`config.mk`:
```
export PLATFORM = sky130hd
export DESIGN_NAME = tweakey_round_key_schedule_unit
export DESIGN_NICKNAME = d
export VERILOG_FILES = /design/src/hdl/trks_pkg.sv /design/src/hdl/trks_front.sv /design/src/hdl/trks_back.sv /design/src/hdl/tweakey_round_key_schedule_unit.sv
export SDC_FILE = /design/constraint.sdc
export NUM_CORES = 1
export LEC_CHECK = 0
export BUFFER_PORTS_ARGS = -buffer_cell sky130_fd_sc_hd__buf_2
export CAP_MARGIN = 20
export CORE_ASPECT_RATIO = 0.6
export CORE_MARGIN = 2
export CORE_UTILIZATION = 53
export CTS_BUF_LIST = sky130_fd_sc_hd__clkbuf_8 sky130_fd_sc_hd__clkbuf_16
export DETAILED_ROUTE_END_ITERATION = 6
export HOLD_SLACK_MARGIN = 0.02
export MAX_ROUTING_LAYER = met4
export PLACE_DENSITY = 0.77
export SETUP_SLACK_MARGIN = 0.15
export SYNTH_ARGS = -nofsm -noshare
export SYNTH_HDL_FRONTEND = slang
export SYNTH_SLANG_ARGS = --single-unit
```
`constraint.sdc`:
```
create_clock -name clk -period 15.8 [get_ports clk]
set_input_delay 3.16 -clock clk [delete_from_list [all_inputs] [get_ports clk]]
set_output_delay 3.16 -clock clk [all_outputs]
set_load 0.05 [all_outputs]
```
`src/hdl/trks_pkg.sv`:
```
// ----------------------------------------------------------------------------
// trks_pkg
// Shared types, constants and byte functions of the tweakey round key
// schedule: item structs, queued job type, byte permutation, LFSR and
// round constant table.
// ----------------------------------------------------------------------------
package trks_pkg;

  // Number of subtweakeys without the fork round
  localparam int Rounds = 14;
  localparam int RoundW = 6;
  localparam logic [31:0] Row0Const = 32'h0102_0408;

  typedef struct packed {
    logic [63:0] first_half_high;
    logic [63:0] first_half_low;
    logic [63:0] second_half_high;
    logic [63:0] second_half_low;
    logic        fork_extra_round;
  } in_t;

  typedef struct packed {
    logic [5:0]  round_index;
    logic [31:0] word_zero;
    logic [31:0] word_one;
    logic [31:0] word_two;
    logic [31:0] word_three;
    logic        last_round;
  } out_t;

  // One classified tweakey waiting for the round engine
  typedef struct packed {
    logic [127:0]      first_half;
    logic [127:0]      second_half;
    logic [RoundW-1:0] final_round;
  } job_t;

  // Byte i (0 = most significant) moves to position perm_pos(i)
  function automatic logic [3:0] perm_pos(input logic [3:0] idx);
    logic [3:0] pos;
    unique case (idx)
      4'd0:  pos = 4'd1;
      4'd1:  pos = 4'd6;
      4'd2:  pos = 4'd11;
      4'd3:  pos = 4'd12;
      4'd4:  pos = 4'd5;
      4'd5:  pos = 4'd10;
      4'd6:  pos = 4'd15;
      4'd7:  pos = 4'd0;
      4'd8:  pos = 4'd9;
      4'd9:  pos = 4'd14;
      4'd10: pos = 4'd3;
      4'd11: pos = 4'd4;
      4'd12: pos = 4'd13;
      4'd13: pos = 4'd2;
      4'd14: pos = 4'd7;
      default: pos = 4'd8;
    endcase
    return pos;
  endfunction

  // Byte permutation of one 128-bit half, byte 0 at the top
  function automatic logic [127:0] permute_half(input logic [127:0] src);
    logic [127:0] dst;
    logic [3:0]   pos;
    dst = '0;
    for (int i = 0; i < 16; i++) begin
      pos = perm_pos(4'(i));
      dst[127 - 8*pos -: 8] = src[127 - 8*i -: 8];
    end
    return dst;
  endfunction

  // Per-byte LFSR: shift left, feed bit5 ^ bit7 in at the bottom
  function automatic logic [127:0] lfsr_half(input logic [127:0] src);
    logic [127:0] dst;
    logic [7:0]   b;
    dst = '0;
    for (int i = 0; i < 16; i++) begin
      b = src[8*i +: 8];
      dst[8*i +: 8] = {b[6:0], b[5] ^ b[7]};
    end
    return dst;
  endfunction

  // Round constant byte, 40 entries
  function automatic logic [7:0] round_const(input logic [RoundW-1:0] idx);
    logic [7:0] rc;
    unique case (idx)
      6'd0:  rc = 8'h2f;  6'd1:  rc = 8'h5e;  6'd2:  rc = 8'hbc;  6'd3:  rc = 8'h63;
      6'd4:  rc = 8'hc6;  6'd5:  rc = 8'h97;  6'd6:  rc = 8'h35;  6'd7:  rc = 8'h6a;
      6'd8:  rc = 8'hd4;  6'd9:  rc = 8'hb3;  6'd10: rc = 8'h7d;  6'd11: rc = 8'hfa;
      6'd12: rc = 8'hef;  6'd13: rc = 8'hc5;  6'd14: rc = 8'h91;  6'd15: rc = 8'h39;
      6'd16: rc = 8'h72;  6'd17: rc = 8'he4;  6'd18: rc = 8'hd3;  6'd19: rc = 8'hbd;
      6'd20: rc = 8'h61;  6'd21: rc = 8'hc2;  6'd22: rc = 8'h9f;  6'd23: rc = 8'h25;
      6'd24: rc = 8'h4a;  6'd25: rc = 8'h94;  6'd26: rc = 8'h33;  6'd27: rc = 8'h66;
      6'd28: rc = 8'hcc;  6'd29: rc = 8'h83;  6'd30: rc = 8'h1d;  6'd31: rc = 8'h3a;
      6'd32: rc = 8'h74;  6'd33: rc = 8'he8;  6'd34: rc = 8'hcb;  6'd35: rc = 8'h8d;
      6'd36: rc = 8'h01;  6'd37: rc = 8'h02;  6'd38: rc = 8'h04;  6'd39: rc = 8'h08;
      // Round index stays below 40 for every allowed round count
      default: rc = 8'h00;
    endcase
    return rc;
  endfunction

endpackage

```
`src/hdl/trks_front.sv`:
```
// ----------------------------------------------------------------------------
// trks_front
// Input side: accepts tweakey beats, works out the index of the last
// round and holds up to two jobs for the round engine.
// ----------------------------------------------------------------------------
module trks_front (
  input  logic            clk,
  input  logic            rst_n,
  input  logic            push,
  input  trks_pkg::in_t   in_data,
  output logic            full,
  output logic            job_valid,
  output trks_pkg::job_t  job,
  input  logic            job_take
);

  trks_pkg::job_t job_mem_r [2];
  logic           wr_ptr_r, wr_ptr_nxt;
  logic           rd_ptr_r, rd_ptr_nxt;
  logic [1:0]     count_r, count_nxt;
  logic           do_push, do_pop;
  trks_pkg::job_t new_job;

  // Classify the beat: last round is Rounds - 1, one more with the fork flag
  always_comb begin
    new_job.first_half  = {in_data.first_half_high, in_data.first_half_low};
    new_job.second_half = {in_data.second_half_high, in_data.second_half_low};
    new_job.final_round = trks_pkg::RoundW'(trks_pkg::Rounds - 1)
                        + {{(trks_pkg::RoundW-1){1'b0}}, in_data.fork_extra_round};
  end

  assign full      = count_r[1];
  assign job_valid = (count_r != 2'd0);
  assign job       = job_mem_r[rd_ptr_r];
  assign do_push   = push && !full;
  assign do_pop    = job_take && job_valid;

  // Advance pointers and occupancy
  always_comb begin
    wr_ptr_nxt = do_push ? ~wr_ptr_r : wr_ptr_r;
    rd_ptr_nxt = do_pop  ? ~rd_ptr_r : rd_ptr_r;
    count_nxt  = count_r + {1'b0, do_push} - {1'b0, do_pop};
  end

  always_ff @(posedge clk) begin
    if (!rst_n) begin
      wr_ptr_r <= 1'b0;
      rd_ptr_r <= 1'b0;
      count_r  <= 2'd0;
    end else begin
      wr_ptr_r <= wr_ptr_nxt;
      rd_ptr_r <= rd_ptr_nxt;
      count_r  <= count_nxt;
    end
  end

  // Store the classified job
  always_ff @(posedge clk) begin
    if (do_push) begin
      job_mem_r[wr_ptr_r] <= new_job;
    end
  end

endmodule

```
`src/hdl/trks_back.sv`:
```
// ----------------------------------------------------------------------------
// trks_back
// Round engine: steps both halves through the schedule into an output register
// that the receiver drains, one subtweakey per cycle while that register is free or popped.
// ----------------------------------------------------------------------------
module trks_back (
  input  logic            clk,
  input  logic            rst_n,
  input  logic            job_valid,
  input  trks_pkg::job_t  job,
  output logic            job_take,
  output logic            res_valid,
  output trks_pkg::out_t  res,
  input  logic            res_pop
);

  logic                        busy_r, busy_nxt;
  logic [127:0]                first_r, first_nxt;
  logic [127:0]                second_r, second_nxt;
  logic [trks_pkg::RoundW-1:0] round_r, round_nxt;
  logic [trks_pkg::RoundW-1:0] final_r, final_nxt;
  logic                        res_valid_r, res_valid_nxt;
  trks_pkg::out_t              res_r;
  trks_pkg::out_t              cur;
  logic                        slot_free, advance, is_last;
  logic [127:0]                mix;
  logic [7:0]                  rc;

  assign slot_free = !res_valid_r || res_pop;
  assign advance   = busy_r && slot_free;
  assign is_last   = (round_r == final_r);
  assign job_take  = job_valid && (!busy_r || (advance && is_last));

  // Form this round's subtweakey
  always_comb begin
    mix = first_r ^ second_r;
    rc  = trks_pkg::round_const(round_r);
    cur.round_index = round_r;
    cur.word_zero   = mix[127:96] ^ trks_pkg::Row0Const;
    cur.word_one    = mix[95:64] ^ {4{rc}};
    cur.word_two    = mix[63:32];
    cur.word_three  = mix[31:0];
    cur.last_round  = is_last;
  end

  // Load a new job or step the halves after each emitted round
  always_comb begin
    busy_nxt   = busy_r;
    first_nxt  = first_r;
    second_nxt = second_r;
    round_nxt  = round_r;
    final_nxt  = final_r;
    if (advance) begin
      first_nxt  = trks_pkg::lfsr_half(trks_pkg::permute_half(first_r));
      second_nxt = trks_pkg::permute_half(second_r);
      round_nxt  = round_r + 1'b1;
      if (is_last) begin
        busy_nxt = 1'b0;
      end
    end
    if (job_take) begin
      busy_nxt   = 1'b1;
      first_nxt  = job.first_half;
      second_nxt = job.second_half;
      round_nxt  = '0;
      final_nxt  = job.final_round;
    end
  end

  // Hold the result until popped
  always_comb begin
    res_valid_nxt = res_valid_r;
    if (advance) begin
      res_valid_nxt = 1'b1;
    end else if (res_pop) begin
      res_valid_nxt = 1'b0;
    end
  end

  always_ff @(posedge clk) begin
    if (!rst_n) begin
      busy_r      <= 1'b0;
      res_valid_r <= 1'b0;
      round_r     <= '0;
      final_r     <= '0;
    end else begin
      busy_r      <= busy_nxt;
      res_valid_r <= res_valid_nxt;
      round_r     <= round_nxt;
      final_r     <= final_nxt;
    end
  end

  always_ff @(posedge clk) begin
    first_r  <= first_nxt;
    second_r <= second_nxt;
    if (advance) begin
      res_r <= cur;
    end
  end

  assign res_valid = res_valid_r;
  assign res       = res_r;

endmodule

```
`src/hdl/tweakey_round_key_schedule_unit.sv`:
```
// ----------------------------------------------------------------------------
// tweakey_round_key_schedule_unit
// Tweakey schedule: expands one 256-bit tweakey into its round subtweakeys.
// ----------------------------------------------------------------------------
// Input channel: write a tweakey beat with in_push while in_full is low.
// The beat is classified and parked in a two-entry job queue.
// Result channel: while out_empty is low, out_data holds the oldest
// subtweakey; out_pop takes it. Each tweakey yields 14 subtweakeys, 15 when
// fork_extra_round is set, with last_round marking the final one.
// A beat taken by an idle block is written to the job queue, loaded into
// the round engine's state registers, and its first subtweakey then lands
// in the output register. Throughput: one subtweakey per cycle while the
// receiver keeps popping, from the round engine's single state register
// pair; the next job loads in the cycle its predecessor's last round leaves.
// Reset (rst_n low at a clock edge) empties the job queue, stops the
// engine and drops any waiting subtweakey.
// When the receiver stalls, the engine holds its round and the queue fills;
// in_full rises once two tweakeys are waiting.
// ----------------------------------------------------------------------------
module tweakey_round_key_schedule_unit (
  input  logic            clk,
  input  logic            rst_n,
  input  logic            in_push,
  input  trks_pkg::in_t   in_data,
  output logic            in_full,
  output logic            out_empty,
  output trks_pkg::out_t  out_data,
  input  logic            out_pop
);

  logic           job_valid, job_take, res_valid;
  trks_pkg::job_t job;

  trks_front u_front (
    .clk       (clk),
    .rst_n     (rst_n),
    .push      (in_push),
    .in_data   (in_data),
    .full      (in_full),
    .job_valid (job_valid),
    .job       (job),
    .job_take  (job_take)
  );

  trks_back u_back (
    .clk       (clk),
    .rst_n     (rst_n),
    .job_valid (job_valid),
    .job       (job),
    .job_take  (job_take),
    .res_valid (res_valid),
    .res       (out_data),
    .res_pop   (out_pop)
  );

  assign out_empty = !res_valid;

endmodule

```
==> results of run 1 <==
power breakdown:
group	switching, µW	total [µW]	internal (µW)	leakage [µW]
logic	2110	3010	892	0.00481
clock network	888	2000	1110	0.00136
registers	571	4510	3940	0.00880
path summary, 6_finish.rpt:
path	to	slack (ns)	depth (start not counted)
max reg2reg	u_back.rc[5]	11.41	10
max	u_back.rc[5]	9.18	12
min reg2reg	u_back.final_r[2]	0.52	2
min	u_back.final_r[2]	0.52	2
flip-flops by register name, summed over array words and instances (netlist names), named ones only:
signal,flops
u_back.first_r,128
u_back.res_valid,1
u_back.res,135
u_front.job_mem_r,516
u_back.busy_r,1
u_front.rd_ptr_r,1
u_back.final_r,3
u_front.wr_ptr_r,1
u_back.second_r,128
u_front.count_r,2
u_back.rc,8
u_back.round_r,6
layout by cell type (no fill, tap or decap), drive strengths merged, types with 4 or more instances in the layout:
cell type  count
a21oi         15
and2           4
buf          425
bufinv         6
clkbuf        90
clkinv        36
clkinvlp       5
dfxtp         24
diode         15
edfxtp       907
ha            11
inv           29
mux2i        262
nand2        272
nand3          4
nor2          34
nor2b          4
nor3           7
o211ai         4
o21ai        270
xnor2         77
xor2         114
stage by stage:
step	cell area [µm²]	cells	worst slack, ns	util	total power [µW]
finish	41600	3564	9.18	0.626	9520
global route	41600	3564	8.89	0.626	9940
floorplan	35800	2180	0.160	-	6630
detailed placement	38700	3392	8.58	0.582	7490
global placement	38700	3392	8.66	0.582	7390
CTS	41400	3544	9.25	0.623	9490
worst min-delay path: stages, from the launching register on:
cell and delay [ns]:
dfxtp_1 0.33, nor2_1 0.10, nor2_1 0.05
layout make-up:
class | count | area, µm² | area share
flip-flops and latches | 931 | 27700 | 0.666
clock inverters | 62 | 480 | 0.0116
repair buffers | 425 | 2320 | 0.0558
clock buffers | 90 | 2210 | 0.0531
diodes | 15 | 37.5 | 0.000902
multi-input cells | 1127 | 7640 | 0.184
well taps | 900 | 1130 | 0.0271
inverters | 14 | 62.6 | 0.00150
cells by family (layout without fill, tap and decap cells):
| group | after synthesis | count (layout) | share of synthesized area |
|---|---|---|---|
| AND/OR/NAND/NOR | 335 | 335 | 0.0373 |
| XOR/XNOR | 191 | 191 | 0.0469 |
| other | 0 | 15 | 0 |
| buffers and inverters | 122 | 591 | 0.0140 |
| multiplexers | 265 | 265 | 0.0745 |
| flip-flops | 931 | 931 | 0.774 |
| AO/OA/AOI/OAI | 325 | 325 | 0.0496 |
| adder cells (fa/ha/maj) | 11 | 11 | 0.00384 |
per-layer routing:
metal	global-route usage	vias up
met5	-	-
met1	0.355	10033
met2	0.363	934
li1	-	8958
met3	0.0735	135
met4	0.0754	0
==> flow_metrics.env, run 1 <==
export IMPL_firstDrtPassIters=7
export IMPL_outcome="finished, violations left"
export IMPL_htreeDepth=3
export IMPL_ys_flop_type="edfxtp_1"
export IMPL_path_cells="buf_2 > nand2b_1 > nand2_1 > inv_6 > mux2i_1 > nor2_1 > inv_1 > ha_1 > mux2i_1 > a2bb2oi_1 > a2111oi_0 > a211o_1"
export IMPL_drv_cap=0
export IMPL_rr_startpoint="u_back.busy_r"
export IMPL_syn_to_final_growth_pct=16.1
export IMPL_synth_cells=2180
export IMPL_drive_gt1_frac=0.216
export IMPL_initial_core_util=0.539
export IMPL_crit_required_ns=16.38
export IMPL_syn_num_nets=2452
export IMPL_ios=398
export IMPL_wl_met1_mm=36.4
export IMPL_violations="design-rule violations"
export IMPL_clock_latency_ns=0.64
export IMPL_slew_violations=0
export IMPL_cts_setup_buffers=0
export IMPL_skew_ns=0.0268
export IMPL_setup_tns_ns=0
export IMPL_worstPathArrival_ns=7.19
export IMPL_highest_layer="met4"
export IMPL_port_buffers=397
export IMPL_power_leakage_uw=0.0150
export IMPL_cp_slowest_cell="mux2i_1"
export IMPL_clock_sinks=931
export IMPL_yosysMostFrequentCell="edfxtp_1"
export IMPL_hp_class="register to register"
export IMPL_ctsHoldBuffers=0
export IMPL_p_per_area_mw_per_mm2=229
export IMPL_ys_seq_area_frac=0.774
export IMPL_critPathBufInv=3
export IMPL_cpPeakStageDelay_ns=0.93
export IMPL_start_kind="primary input"
export IMPL_cpMostUsedCell="mux2i_1"
export IMPL_wl_met3_mm=9.57
export IMPL_wl_per_cell_um=24.6
export IMPL_rows=73
export IMPL_yosysTopAreaCellShare=0.760
export IMPL_cp_top_family="multiplexers"
export IMPL_die_w_um=340
export IMPL_globalRoute_totalOverflow=0
export IMPL_clk_pin_slew_ns=0.07
export IMPL_worstMarginPinSlew_ns=1.10
export IMPL_period_share=0.419
export IMPL_hold_path_startpoint="u_back.final_r[2]"
export IMPL_coreArea_mm2=0.0665
export IMPL_syn_avg_cell_area_um2=16.4
export IMPL_dieArea_mm2=0.0698
export IMPL_antenna_found_initial=20
export IMPL_period_minus_slack_ns=6.62
export IMPL_yosys_area_top_type="edfxtp_1"
export IMPL_die_h_um=205
export IMPL_root_buffer="clkbuf_16"
export IMPL_synth_edf_count=907
export IMPL_clockBufferDepth=3
export IMPL_place_congestion=0.930
export IMPL_crit_fanout=95
export IMPL_grt_max_degree=259
export IMPL_path_class="primary input to register"
export IMPL_ant_nets=0
export IMPL_cts_resized=0
export IMPL_ys_top_cells_by_count="edfxtp_1 (907), nand2_1 (271), o21ai_0 (267)"
export IMPL_synthesis_area_mm2=0.0358
export IMPL_grt_pass1_vias=19618
export IMPL_fmax_ghz=0.151
export IMPL_hold_viol=0
export IMPL_synth_seq_cells=931
export IMPL_drt_total_wl_mm=87.6
export IMPL_dp_hpwl_mm=59.1
export IMPL_critPathCaptureType="register"
export IMPL_ys_types=61
export IMPL_relSlewSlack=0.267
export IMPL_dr_first_iter_drc_count=2632
export IMPL_peakVddDrop_v=0.000205
export IMPL_rsz0062_at_grt="no"
export IMPL_fill_cells=4772
export IMPL_grt_pass1_wl_mm=125
export IMPL_grt_use_total=0.253
export IMPL_synth_area_leaders="edfxtp_1 (76%), mux2i_1 (7.3%), o21ai_0 (3.7%), nand2_1 (2.8%), xor2_1 (2.8%)"
export IMPL_drc=4
export IMPL_tritoncts="yes"
export IMPL_met2WireLength_mm=39.5
export IMPL_synth_warnings=0
export IMPL_startpoint="out_pop"
export IMPL_hold_ws_ns=0.519
export IMPL_viasPerCell=5.63
export IMPL_setup_viol=0
export IMPL_fin_nets=2855
export IMPL_vias=20060
export IMPL_cts_buffers=84
export IMPL_asyncSetResetFlopFracSynth=0
(Power assumes the default switching activity.)
==> run 2: changes to the inputs <==
clock period = 5.9 ns   (was 15.8 ns; I/O delays follow)
==> run 2 against run 1 <==
  * The flow now finishes without violations
  * Design area barely moved
  * Core utilization barely moved
  * Sequential share of layout area barely moved
  * Routed wire length rose by 0.20%
  * Worst hold slack improved by 0.0096 ns
  * Clock skew fell by 0.0016 ns
  * Clock-buffer cell count fell by 6
  * Non-clock buffer count fell by 2
  * Global-route usage fell by 0.091 points
  * First-iteration DRC count fell by 8.8%
  * Via count fell by 0.11%
  * Highest routed layer unchanged
==> flow_metrics.env, run 2 (synthesis results as in run 1) <==
export IMPL_grt_max_degree=257
export IMPL_peakVddDrop_v=0.000396
export IMPL_cts_buffers=82
export IMPL_period_share=0.666
export IMPL_drt_total_wl_mm=87.7
export IMPL_drv_cap=0
export IMPL_hold_viol=0
export IMPL_coreArea_mm2=0.0665
export IMPL_vias=20037
export IMPL_drc=0
export IMPL_p_per_area_mw_per_mm2=612
export IMPL_rows=73
export IMPL_fin_nets=2851
export IMPL_drive_gt1_frac=0.213
export IMPL_root_buffer="clkbuf_16"
export IMPL_final_common_cell="edfxtp_1"
export IMPL_hp_class="register to register"
export IMPL_clock_latency_ns=0.64
export IMPL_ant_nets=0
export IMPL_rsz0062_at_grt="no"
export IMPL_ctsHoldBuffers=0
export IMPL_clock_sinks=931
export IMPL_grt_pass1_wl_mm=125
export IMPL_dieArea_mm2=0.0698
export IMPL_cts_setup_buffers=0
export IMPL_max_flop_register="u_front.job_mem_r"
export IMPL_ios=398
export IMPL_power_leakage_uw=0.0150
export IMPL_fmax_ghz=0.254
export IMPL_die_w_um=340
export IMPL_start_kind="primary input"
export IMPL_crit_fanout=44
export IMPL_path_class="primary input to register"
export IMPL_tritoncts="yes"
export IMPL_relSlewSlack=0.287
export IMPL_setup_tns_ns=0
export IMPL_place_congestion=0.938
export IMPL_slew_violations=0
export IMPL_initial_core_util=0.539
export IMPL_htreeDepth=3
export IMPL_period_minus_slack_ns=3.93
export IMPL_grt_pass1_vias=19448
export IMPL_port_buffers=397
export IMPL_worstPathArrival_ns=4.50
export IMPL_critPathCaptureType="register"
export IMPL_worstMarginPinSlew_ns=1.06
export IMPL_dpl_cell_area_mm2=0.0388
export IMPL_clockBufferDepth=3
export IMPL_most_common_layout_cells="edfxtp_1 (907), buf_2 (397), nand2_1 (270), o21ai_0 (267), mux2i_1 (262)"
export IMPL_largest_reg_flops=516
export IMPL_skew_ns=0.0252
export IMPL_clk_pin_slew_ns=0.06
export IMPL_viasPerCell=5.64
export IMPL_cts_resized=0
export IMPL_antenna_found_initial=19
export IMPL_totalPowerFinal_uw=25400
export IMPL_dp_hpwl_mm=59.7
export IMPL_firstDrtPassIters=5
export IMPL_wl_per_cell_um=24.7
export IMPL_die_h_um=205
export IMPL_setup_viol=0
export IMPL_crit_required_ns=6.47
export IMPL_grt_use_total=0.253
export IMPL_globalRoute_totalOverflow=0
export IMPL_dr_first_iter_drc_count=2400
export IMPL_outcome="complete, no violations"
export IMPL_design_area_mm2=0.0416
export IMPL_syn_to_final_growth_pct=16.0
run 2: cell types whose count changed in the layout (fill, tap and decap cells not counted), sizes merged:
cell	before	now
bufinv	6	10
clkinv	36	35
clkbuf	90	84
buf	425	423
inv	29	28
diode	15	12
clkinvlp	5	2
run 2: report_power, final:
| group | internal (µW) | leakage (µW) | switching (µW) |
|---|---|---|---|
| Clock | 3030 | 0.00137 | 2350 |
| Combinational | 2340 | 0.00479 | 5570 |
| Sequential | 10600 | 0.00880 | 1600 |
run 2: through the flow:
stage | utilization | cells | worst slack [ns] | hold WS, ns
6_report | 0.625 | 3552 | 1.97 | 0.529
4_1_cts | 0.624 | 3539 | 2.09 | 0.531
5_1_grt | 0.625 | 3552 | 1.75 | 0.547
3_3_place_gp | 0.584 | 3393 | 1.53 | 0.497
3_5_place_dp | 0.584 | 3394 | 1.43 | 0.521
2_1_floorplan | - | 2180 | 0.0278 | 0.403
run 2: per-layer routing:
layer	track usage	wire length, µm	share of wire	up-vias
li1	-	-	-	8933
met1	0.365	37300	0.43	10049
met2	0.372	40100	0.46	947
met3	0.0533	8850	0.10	108
met4	0.0577	1540	0.018	0
met5	-	0	0	-
run 2: worst max-delay path: stages:
cell	delay, ns
buf_2	0.10
nand2b_1	0.15
nand2_1	0.35
inv_6	0.27
xnor2_1	0.59
nand2_1	0.34
ha_1	0.56
mux2i_1	0.28
a2bb2oi_1	0.11
a2111oi_0	0.42
a211o_1	0.15
run 2: final cells by class:
class	count	area [µm²]
repair buffers	423	2300
inverters	14	62.6
clock buffers	84	2100
fillers	4772	24900
multi-input cells	1127	7640
flip-flops and latches	931	27700
clock inverters	61	579
well taps	900	1130
diodes	12	30.0
run 2: final timing paths:
path / start / end / slack [ns] / cells past startpoint
setup / recovery: out_pop / u_back.rc[5] / 1.97 / 11
setup reg to reg: u_back.round_r[2] / u_back.rc[5] / 2.11 / 12
hold reg to reg: u_back.final_r[0] / u_back.final_r[0] / 0.53 / 2
hold / removal: u_back.final_r[0] / u_back.final_r[0] / 0.53 / 2
==> run 3: changes to the inputs <==
CORE_UTILIZATION = 55   (was 53)
clock period = 4.13 ns   (was 5.9 ns; I/O delays follow)
==> run 3 against run 2 <==
  * Sequential power increased by 43%
  * Die area decreased by 3.6%
  * Clock skew about the same
  * First-iteration DRC count increased by 9.8%
  * Register-to-register slack got worse by 1.6 ns
  * Cell count decreased by 0.79%
  * Flip-flop and latch count unchanged
  * Critical path type is now register to register
  * Critical endpoint unchanged
  * Largest cell class unchanged
  * Largest power group unchanged
  * Highest routed layer unchanged
==> flow_metrics.env, run 3 (synthesis results as in run 1) <==
export IMPL_outcome="complete, no violations"
export IMPL_grt_pass1_wl_mm=126
export IMPL_cpPeakStageDelay_ns=0.56
export IMPL_cts_buffers=82
export IMPL_path_cells="xor2_1 > or3_1 > o31ai_1 > o21ai_4 > inv_6 > nor2_2 > nand2_1 > ha_1 > mux2i_1 > a2bb2oi_1 > a2111oi_0 > a211o_1"
export IMPL_start_kind="register"
export IMPL_cts_setup_buffers=0
export IMPL_period_minus_slack_ns=3.59
export IMPL_critPathCaptureType="register"
export IMPL_setup_viol=0
export IMPL_dp_slack_ns=0.429
export IMPL_path_class="register to register"
export IMPL_rsz0062_at_grt="no"
export IMPL_tritoncts="yes"
export IMPL_viasPerCell=5.72
export IMPL_rows=72
export IMPL_peakVddDrop_v=0.00107
export IMPL_gr_usage_met1=0.382
export IMPL_firstDrtPassIters=6
export IMPL_crit_fanout=10
export IMPL_cp_slowest_cell="o31ai_1"
export IMPL_vias=20173
export IMPL_drt_total_wl_mm=87.6
export IMPL_dr_first_iter_drc_count=2635
export IMPL_drc=0
export IMPL_fmax_ghz=0.279
export IMPL_fill_cells=4427
export IMPL_clock_sinks=931
export IMPL_relSlewSlack=0.119
export IMPL_ant_nets=0
export IMPL_dp_hpwl_mm=60.1
export IMPL_coreArea_mm2=0.0644
export IMPL_ios=398
export IMPL_wl_per_cell_um=24.9
export IMPL_cts_resized=0
export IMPL_port_buffers=397
export IMPL_grt_use_total=0.266
export IMPL_power_leakage_uw=0.0151
export IMPL_p_per_area_mw_per_mm2=877
export IMPL_top_usage_layer="met2"
export IMPL_setup_tns_ns=0
export IMPL_grt_use_met2=0.392
export IMPL_root_buffer="clkbuf_16"
export IMPL_multiInputGateArea_mm2=0.00765
export IMPL_globalRoute_totalOverflow=0
export IMPL_clk_pin_slew_ns=0.07
export IMPL_worstMarginPinSlew_ns=1.32
export IMPL_worstPathArrival_ns=4.16
export IMPL_die_h_um=202
export IMPL_skew_ns=0.0256
export IMPL_fin_ws_ns=0.544
export IMPL_initial_core_util=0.556
export IMPL_fin_nets=2870
export IMPL_grt_pass1_vias=19689
export IMPL_hold_ws_ns=0.368
export IMPL_clockBufferDepth=3
export IMPL_totalPowerFinal_uw=36700
export IMPL_place_congestion=0.915
export IMPL_die_w_um=333
export IMPL_dpl_cell_area_mm2=0.0390
export IMPL_drv_cap=0
export IMPL_dieArea_mm2=0.0673
export IMPL_period_share=0.868
export IMPL_most_common_layout_cells="edfxtp_1 (907), buf_2 (397), nand2_1 (270), o21ai_0 (267), mux2i_1 (262)"
export IMPL_drive_gt1_frac=0.218
export IMPL_htreeDepth=3
export IMPL_ctsHoldBuffers=0
export IMPL_final_common_cell="edfxtp_1"
export IMPL_crit_required_ns=4.71
export IMPL_regArea_mm2=0.0277
export IMPL_grt_max_degree=258
export IMPL_syn_to_final_growth_pct=16.7
export IMPL_design_area_mm2=0.0418
export IMPL_hold_viol=0
export IMPL_largest_reg_flops=516
export IMPL_hp_class="primary input to register"
export IMPL_use_met3=0.0536
export IMPL_antenna_found_initial=20
export IMPL_clock_latency_ns=0.65
export IMPL_slew_violations=0
export IMPL_max_flop_register="u_front.job_mem_r"
-- run 3: changes by cell type in the layout (fill, tap and decap cells not counted), moves of 4 or more --
cell      change
buf_4        +12
clkinv_1      -4
buf_12        +8
clkinv_2      -5
inv_1         +7
-- run 3: through the flow --
stage / cells / util
5_1_grt: 3524 / 0.649
2_1_floorplan: 2180 / -
4_1_cts: 3510 / 0.648
3_3_place_gp: 3365 / 0.606
6_report: 3524 / 0.649
3_5_place_dp: 3365 / 0.606
-- run 3: layout make-up --
cell class	count	share of cell area
sequential	931	0.663
clock inverter	60	0.0146
inverter	14	0.00168
tap	851	0.0255
antenna	14	0.000838
clock buffer	85	0.0509
multi-input combinational	1127	0.183
timing repair buffer	442	0.0604
-- run 3: worst max-delay path: cells and delay by family (launching register included) --
family / cells / cell delay, ns
muxes: 1 / 0.25
adders and majority gates: 1 / 0.42
DFF: 1 / 0.46
and+or+nand+nor: 3 / 0.69
xor gates and xnor gates: 1 / 0.09
buffers and inverters: 1 / 0.15
AOI/OAI and AO/OA: 5 / 1.48
-- run 3: worst paths after layout --
check	start	to	slack, ns	cells past startpoint
worst min register to register	u_back.final_r[2]	u_back.final_r[2]	0.53	2
worst min-delay path	in_data[74]	u_front.job_mem_r[1][78]	0.37	1
worst max-delay path	u_back.round_r[1]	u_back.rc[5]	0.54	12
worst max register to register	u_back.round_r[1]	u_back.rc[5]	0.54	12
-- run 3: layer usage --
layer / up-vias / share of wire
met2: 997 / 0.46
met5: - / 0
li1: 8988 / -
met4: 0 / 0.018
met3: 115 / 0.099
met1: 10073 / 0.42
-- run 3: power breakdown --
| group | internal (µW) | switching [µW] | total [µW] |
|---|---|---|---|
| logic | 3460 | 8000 | 11500 |
| clock network | 4490 | 3350 | 7830 |
| registers | 15100 | 2280 | 17400 |
